`config.mk`:
```
export PLATFORM = sky130hd
export DESIGN_NAME = member_size_sort
export DESIGN_NICKNAME = d
export VERILOG_FILES = /design/src/rtl/msort_pkg.sv /design/src/rtl/msort_store.sv /design/src/rtl/member_size_sort.sv
export SDC_FILE = /design/constraint.sdc
export NUM_CORES = 1
export LEC_CHECK = 0
export ABC_AREA = 1
export BUFFER_PORTS_ARGS = -buffer_cell sky130_fd_sc_hd__buf_2
export CORE_MARGIN = 2
export CORE_UTILIZATION = 35
export CTS_BUF_LIST = sky130_fd_sc_hd__clkbuf_8 sky130_fd_sc_hd__clkbuf_16
export CTS_CLUSTER_SIZE = 14
export DETAILED_ROUTE_END_ITERATION = 12
export PLACE_DENSITY = 0.6
export SLEW_MARGIN = 20
export SYNTH_ARGS = -nofsm -noshare
export SYNTH_HDL_FRONTEND = slang
export SYNTH_HIERARCHICAL = 1
export SYNTH_SLANG_ARGS = --single-unit
```
`constraint.sdc`:
```
create_clock -name clk -period 8.7 [get_ports clk]
set_input_delay 0.87 -clock clk [delete_from_list [all_inputs] [get_ports clk]]
set_output_delay 0.87 -clock clk [all_outputs]
set_load 0.02 [all_outputs]
```
`src/rtl/msort_pkg.sv`:
```
package msort_pkg;

  localparam int MAX_MEMBERS_DEF = 64;
  localparam int HANDLE_W        = 16;
  localparam int TYPE_W          = 4;
  localparam int SIZE_W          = 4;

  // Size class: 0 is 1 byte, 1 is 2 bytes, 2 is 4 bytes, 3 is 8 bytes.
  typedef logic [1:0] size_class_t;

  localparam size_class_t CLASS_TOP = 2'd3;

  typedef enum logic [TYPE_W-1:0] {
    TC_FLOAT  = 4'd0,
    TC_CHAR   = 4'd1,
    TC_BOOL   = 4'd2,
    TC_INT8   = 4'd3,
    TC_INT16  = 4'd4,
    TC_INT32  = 4'd5,
    TC_INT64  = 4'd6,
    TC_INT    = 4'd7,
    TC_STRUCT = 4'd8,
    TC_SUBR   = 4'd9,
    TC_ARRAY  = 4'd10
  } type_code_t;

  typedef struct packed {
    size_class_t           cls;
    logic [HANDLE_W-1:0]   handle;
  } entry_t;

  typedef struct packed {
    logic        ok;
    size_class_t cls;
  } class_lookup_t;

  typedef enum logic [1:0] {
    ST_LOAD,
    ST_READ,
    ST_CHECK,
    ST_ERR
  } state_t;

  function automatic class_lookup_t code_class(input logic [TYPE_W-1:0] code);
    class_lookup_t r;
    r.ok  = 1'b1;
    r.cls = 2'd0;
    case (code)
      TC_FLOAT, TC_INT32, TC_INT:           r.cls = 2'd2;
      TC_CHAR, TC_BOOL, TC_INT8:            r.cls = 2'd0;
      TC_INT16:                             r.cls = 2'd1;
      TC_INT64, TC_STRUCT, TC_SUBR, TC_ARRAY: r.cls = 2'd3;
      default:                              r.ok  = 1'b0;
    endcase
    return r;
  endfunction

  function automatic logic [SIZE_W-1:0] class_bytes(input size_class_t cls);
    return SIZE_W'(1) << cls;
  endfunction

endpackage

```
`src/rtl/msort_store.sv`:
```
module msort_store #(
  parameter int DEPTH = msort_pkg::MAX_MEMBERS_DEF
) (
  input  logic                     clk,
  input  logic                     wr_en,
  input  logic [$clog2(DEPTH)-1:0] wr_addr,
  input  msort_pkg::entry_t        wr_data,
  input  logic                     rd_en,
  input  logic [$clog2(DEPTH)-1:0] rd_addr,
  output msort_pkg::entry_t        rd_data
);

  msort_pkg::entry_t mem [DEPTH];

  always_ff @(posedge clk) begin
    if (wr_en) begin
      mem[wr_addr] <= wr_data;
    end
  end

  always_ff @(posedge clk) begin
    if (rd_en) begin
      rd_data <= mem[rd_addr];
    end
  end

endmodule

```
`src/rtl/member_size_sort.sv`:
```
// Loads the members of one record, one word per cycle, into a store of
// MAX_MEMBERS entries, then emits the handles sorted by byte size, largest
// first, keeping load order among equal sizes. After the word marked last,
// no input is taken until the run is out: the sort walks the store once per
// size class from 8 bytes down, with one store read and then one compare
// per entry visited, waits out output stalls and stops at its final result.
// A record with an invalid type code yields a single error word instead.
module member_size_sort #(
  parameter int MAX_MEMBERS = msort_pkg::MAX_MEMBERS_DEF
) (
  input  logic                           clk,
  input  logic                           rst,
  input  logic                           in_valid,
  output logic                           in_ready,
  input  logic [msort_pkg::HANDLE_W-1:0] member_handle,
  input  logic [msort_pkg::TYPE_W-1:0]   type_code,
  input  logic                           last_in,
  output logic                           out_valid,
  input  logic                           out_ready,
  output logic [msort_pkg::HANDLE_W-1:0] sorted_handle,
  output logic [msort_pkg::SIZE_W-1:0]   size_bytes,
  output logic                           bad_type,
  output logic                           last_out
);

  localparam int CNT_W  = $clog2(MAX_MEMBERS + 1);
  localparam int ADDR_W = $clog2(MAX_MEMBERS);

  msort_pkg::state_t        state, state_next;
  logic [CNT_W-1:0]         count, count_next;
  logic [CNT_W-1:0]         idx, idx_next;
  logic [CNT_W-1:0]         emitted, emitted_next;
  logic                     error_seen, error_seen_next;
  msort_pkg::size_class_t   cls, cls_next;

  msort_pkg::class_lookup_t lookup;
  msort_pkg::entry_t        wr_data;
  msort_pkg::entry_t        rd_data;
  logic                     accept;
  logic                     wr_en;
  logic                     rd_en;
  logic                     out_free;
  logic                     match;
  logic                     load_word;
  logic                     load_err;
  logic                     run_last;

  assign in_ready = (state == msort_pkg::ST_LOAD);
  assign accept   = in_valid && in_ready;
  assign lookup   = msort_pkg::code_class(type_code);
  assign wr_en    = accept && lookup.ok && (count < CNT_W'(MAX_MEMBERS));
  assign wr_data  = '{cls: lookup.cls, handle: member_handle};
  assign rd_en    = (state == msort_pkg::ST_READ);
  assign out_free = !out_valid || out_ready;
  assign match    = (rd_data.cls == cls);
  assign run_last = ((emitted + CNT_W'(1)) == count);

  msort_store #(
    .DEPTH(MAX_MEMBERS)
  ) u_store (
    .clk    (clk),
    .wr_en  (wr_en),
    .wr_addr(count[ADDR_W-1:0]),
    .wr_data(wr_data),
    .rd_en  (rd_en),
    .rd_addr(idx[ADDR_W-1:0]),
    .rd_data(rd_data)
  );

  always_comb begin
    state_next      = state;
    count_next      = count;
    idx_next        = idx;
    emitted_next    = emitted;
    error_seen_next = error_seen;
    cls_next        = cls;
    load_word       = 1'b0;
    load_err        = 1'b0;
    unique case (state)
      msort_pkg::ST_LOAD: begin
        if (accept) begin
          if (wr_en) begin
            count_next = count + CNT_W'(1);
          end
          if (!lookup.ok) begin
            error_seen_next = 1'b1;
          end
          if (last_in) begin
            idx_next     = '0;
            emitted_next = '0;
            cls_next     = msort_pkg::CLASS_TOP;
            state_next   = (error_seen || !lookup.ok) ? msort_pkg::ST_ERR
                                                      : msort_pkg::ST_READ;
          end
        end
      end
      msort_pkg::ST_READ: begin
        state_next = msort_pkg::ST_CHECK;
      end
      msort_pkg::ST_CHECK: begin
        // A matching entry waits here until the output register has room.
        if (!match || out_free) begin
          load_word = match;
          if (match) begin
            emitted_next = emitted + CNT_W'(1);
          end
          if (match && run_last) begin
            count_next      = '0;
            error_seen_next = 1'b0;
            state_next      = msort_pkg::ST_LOAD;
          end else begin
            state_next = msort_pkg::ST_READ;
            if ((idx + CNT_W'(1)) == count) begin
              idx_next = '0;
              cls_next = cls - 2'd1;
            end else begin
              idx_next = idx + CNT_W'(1);
            end
          end
        end
      end
      msort_pkg::ST_ERR: begin
        if (out_free) begin
          load_err        = 1'b1;
          count_next      = '0;
          error_seen_next = 1'b0;
          state_next      = msort_pkg::ST_LOAD;
        end
      end
      default: begin
        state_next = msort_pkg::ST_LOAD;
      end
    endcase
  end

  always_ff @(posedge clk) begin
    if (rst) begin
      state      <= msort_pkg::ST_LOAD;
      count      <= '0;
      error_seen <= 1'b0;
      idx        <= '0;
      emitted    <= '0;
      cls        <= msort_pkg::CLASS_TOP;
    end else begin
      state      <= state_next;
      count      <= count_next;
      error_seen <= error_seen_next;
      idx        <= idx_next;
      emitted    <= emitted_next;
      cls        <= cls_next;
    end
  end

  always_ff @(posedge clk) begin
    if (rst) begin
      out_valid <= 1'b0;
    end else if (load_word || load_err) begin
      out_valid <= 1'b1;
    end else if (out_ready) begin
      out_valid <= 1'b0;
    end
  end

  always_ff @(posedge clk) begin
    if (load_word) begin
      sorted_handle <= rd_data.handle;
      size_bytes    <= msort_pkg::class_bytes(cls);
      bad_type      <= 1'b0;
      last_out      <= run_last;
    end else if (load_err) begin
      sorted_handle <= '0;
      size_bytes    <= '0;
      bad_type      <= 1'b1;
      last_out      <= 1'b1;
    end
  end

endmodule

```
==> impl_metrics.sql <==
INSERT INTO impl_metrics (metric_group, metric, value, unit) VALUES
('outcome', 'status', 'completed', ''),
('logic_synthesis', 'synth_enable_flop_cells', '1191', ''),
('worst_setup_path', 'critPathMaxFanout', '18', ''),
('clock_tree', 'cts_buffer_depth', '3', ''),
('worst_setup_path', 'path_class', 'flop to flop', ''),
('detailed_routing', 'detail_route.wirelength', '135000', 'um'),
('sta', 'period_needed', '3930', 'ps'),
('final_layout', 'finish.instance_area', '56200', 'um^2'),
('detailed_routing', 'detailed_routing_iterations_pass_1', '6', ''),
('die', 'placeableCoreArea', '143000', 'um^2'),
('clock_tree', 'clk_pin_slew', '60', 'ps'),
('placement', 'buffers_added_on_ports', '48', ''),
('logic_synthesis', 'post_synth_inst_count', '4329', ''),
('sta', 'final_period_utilization', '45.1', '%'),
('sta', 'worst_slew_margin_rel', '12.2', '%'),
('detailed_routing', 'wl_per_cell', '21.3', 'um'),
('logic_synthesis', 'ys.flop_type', 'sky130_fd_sc_hd__edfxtp_1', ''),
('die', 'fp-row-count', '139', ''),
('hold_path', 'hold_start', 'rst', ''),
('clock_tree', 'htree_levels', '4', ''),
('worst_setup_path', 'cp-startpoint', 'state[0]$_SDFFE_PP0P_', ''),
('sta', 'fin_worst_hold_slack', '449', 'ps'),
('logic_synthesis', 'synth_top_area_share', '70.9', '%'),
('power', 'power.leakage', '20.0', 'nW'),
('logic_synthesis', 'yosysUniqueCellTypes', '44', ''),
('die', 'floorplan.io_pins', '49', ''),
('detailed_routing', 'antenna_violating_nets_remaining', '0', ''),
('final_layout', 'utilization', '39.2', '%'),
('logic_synthesis', 'synth-seq-cells', '1219', ''),
('logic_synthesis', 'synth.area.top_cells', 'sky130_fd_sc_hd__edfxtp_1 (71%), sky130_fd_sc_hd__nand2_1 (12%), sky130_fd_sc_hd__nand3_1 (10%), sky130_fd_sc_hd__buf_6 (1.8%), sky130_fd_sc_hd__dfxtp_1 (1.1%)', ''),
('placement', 'placed_cells', '6102', ''),
('placement', 'place_hpwl', '74200', 'um'),
('sta', 'hold_viol_final', '0', ''),
('sta', 'final.setup.tns', '0', 'ps'),
('clock_tree', 'cts.root.buffer_cell', 'sky130_fd_sc_hd__clkbuf_16', ''),
('sta', 'worst-slew-pin-transition', '1320', 'ps'),
('logic_synthesis', 'synthesis_warnings', '6', ''),
('final_layout', 'final-instance-count-excl-fill', '6342', ''),
('clock_tree', 'post_cts_resize_count', '0', ''),
('detailed_routing', 'vias', '32900', ''),
('worst_setup_path', 'rr_startpoint', 'state[0]$_SDFFE_PP0P_', ''),
('power', 'ir_worst_vdd', '223', 'uV'),
('logic_synthesis', 'synth_largest_area_cell', 'sky130_fd_sc_hd__edfxtp_1', ''),
('sta', 'unrepaired_setup_endpoints_after_global_routing', 'no', ''),
('worst_setup_path', 'cp-end-kind', 'flop', ''),
('global_route', 'grt_max_degree', '216', ''),
('worst_setup_path', 'cp.required', '9080', 'ps'),
('final_layout', 'final_nets', '4365', ''),
('job', 'drv.max_cap_violation_count', '0', ''),
('logic_synthesis', 'per_instance_average_area_after_synthesis', '11.6', 'um^2'),
('sta', 'drv_slew', '0', ''),
('sta', 'setup_viol', '0', ''),
('worst_setup_path', 'setup.worst_path.start_class', 'flop', ''),
('clock_tree', 'cts_hold_buf', '0', ''),
('logic_synthesis', 'synth_nets', '4361', ''),
('detailed_routing', 'vias_per_cell', '5.19', ''),
('clock_tree', 'clkLatencyLatePin', '790', 'ps'),
('worst_setup_path', 'worst-endpoint-arrival', '4310', 'ps'),
('detailed_routing', 'drcViolationCount', '0', ''),
('hold_path', 'hold_path.class', 'input port to flop', ''),
('logic_synthesis', 'ys_seq_area_share', '72.0', '%'),
('clock_tree', 'tritoncts', 'built', ''),
('die', 'die_w', '384', 'um'),
('die', 'floorplan.initialDensity', '35.2', '%'),
('final_layout', 'layout-area-overhead-vs-synth', '11.5', '%'),
('global_route', 'gr-total-overflow', '0', ''),
('sta', 'clock.fmax', '255', 'MHz'),
('sta', 'skew', '33.0', 'ps'),
('global_route', 'grt_pass1_vias', '30600', ''),
('global_route', 'antenna_found_initial', '1', ''),
('die', 'chipHeight', '384', 'um');
-- critical path: stages, from the launching register on --
cell	delay, ps
sky130_fd_sc_hd__dfxtp_1	340
sky130_fd_sc_hd__inv_1	90
sky130_fd_sc_hd__ha_1	230
sky130_fd_sc_hd__inv_1	130
sky130_fd_sc_hd__nor2_1	220
sky130_fd_sc_hd__inv_1	80
sky130_fd_sc_hd__nor3_1	360
sky130_fd_sc_hd__buf_4	280
sky130_fd_sc_hd__nand4_1	730
sky130_fd_sc_hd__nor2_2	1050
-- routing by layer --
metal  vias up  track usage [%]  share of wire, %
met3       230             3.46               8.0
li1      15200                -                 -
met4         0             6.70               3.3
met1     16100             25.7                43
met5         -                0                 0
met2      1339             27.9                46
-- area by class of cell --
cell class                 instances  area [um^2]
tap                             1903         2380
timing repair buffer             128          897
multi-input combinational       2779        12200
inverter                          73          320
antenna                            2         5.00
fill                           13600        87100
clock buffer                     136         3370
sequential                      1219        36300
clock inverter                   102          702
-- state kept, by name, summed over array words and instances (netlist names) --
signal	flops
u_store/mem	1152
emitted	7
idx	7
sorted_handle	16
bad_type	1
error_seen	1
last_out	1
out_valid	1
state	2
u_store/rd_data	18
count	7
size_bytes	4
cls	2
-- where the power goes --
part | switching [W] | internal (W) | total (W)
Sequential | 0.000108 | 0.00663 | 0.00674
Combinational | 0.00245 | 0.000807 | 0.00326
Clock | 0.00232 | 0.00295 | 0.00526
Total | 0.00487 | 0.0104 | 0.0153
-- worst paths after layout --
check	endpoint	slack (ps)	depth (start not counted)
max	u_store/mem[0][13]$_DFFE_PP_	4770	9
min	emitted[3]$_SDFFE_PP0P_	450	2
max reg2reg	u_store/mem[0][13]$_DFFE_PP_	4770	9
min reg2reg	error_seen$_SDFFE_PP0P_	470	2
-- cell usage after synthesis (all sizes together) (2+ instances only) --
cell    number
nor4         8
inv         69
nand4       14
dfxtp       28
ha           7
nand3b       2
xnor2        4
a21oi       18
buf        227
nor3         7
nand3     1019
clkinv       4
nor3b        2
clkbuf      31
a22oi        2
o21ai       11
nor2       112
a31oi        2
nand2     1561
edfxtp    1191
xor2         5
-- through the flow --
step                      total power [W]  setup WS, ps
final                              0.0153          4770
after global routing               0.0159          4590
after CTS                          0.0153          4870
after detailed placement           0.0101          4440
after global placement             0.0100          4440
after floorplan                   0.00906          4450
-- logic make-up (layout without fill, tap and decap cells) --
family                   after synthesis  count (layout)  share of synthesized area [%]
flip-flops                          1219            1219                           72.0
adder cells (fa/ha/maj)                7               7                          0.174
AND/OR/NAND/NOR                     2726            2726                           23.1
AO/OA/AOI/OAI                         37              37                          0.407
other                                  0               2                              0
XOR/XNOR                               9               9                          0.156
buffers and inverters                331             439                           4.08
Note: power is estimated with default switching activity, not from simulation.
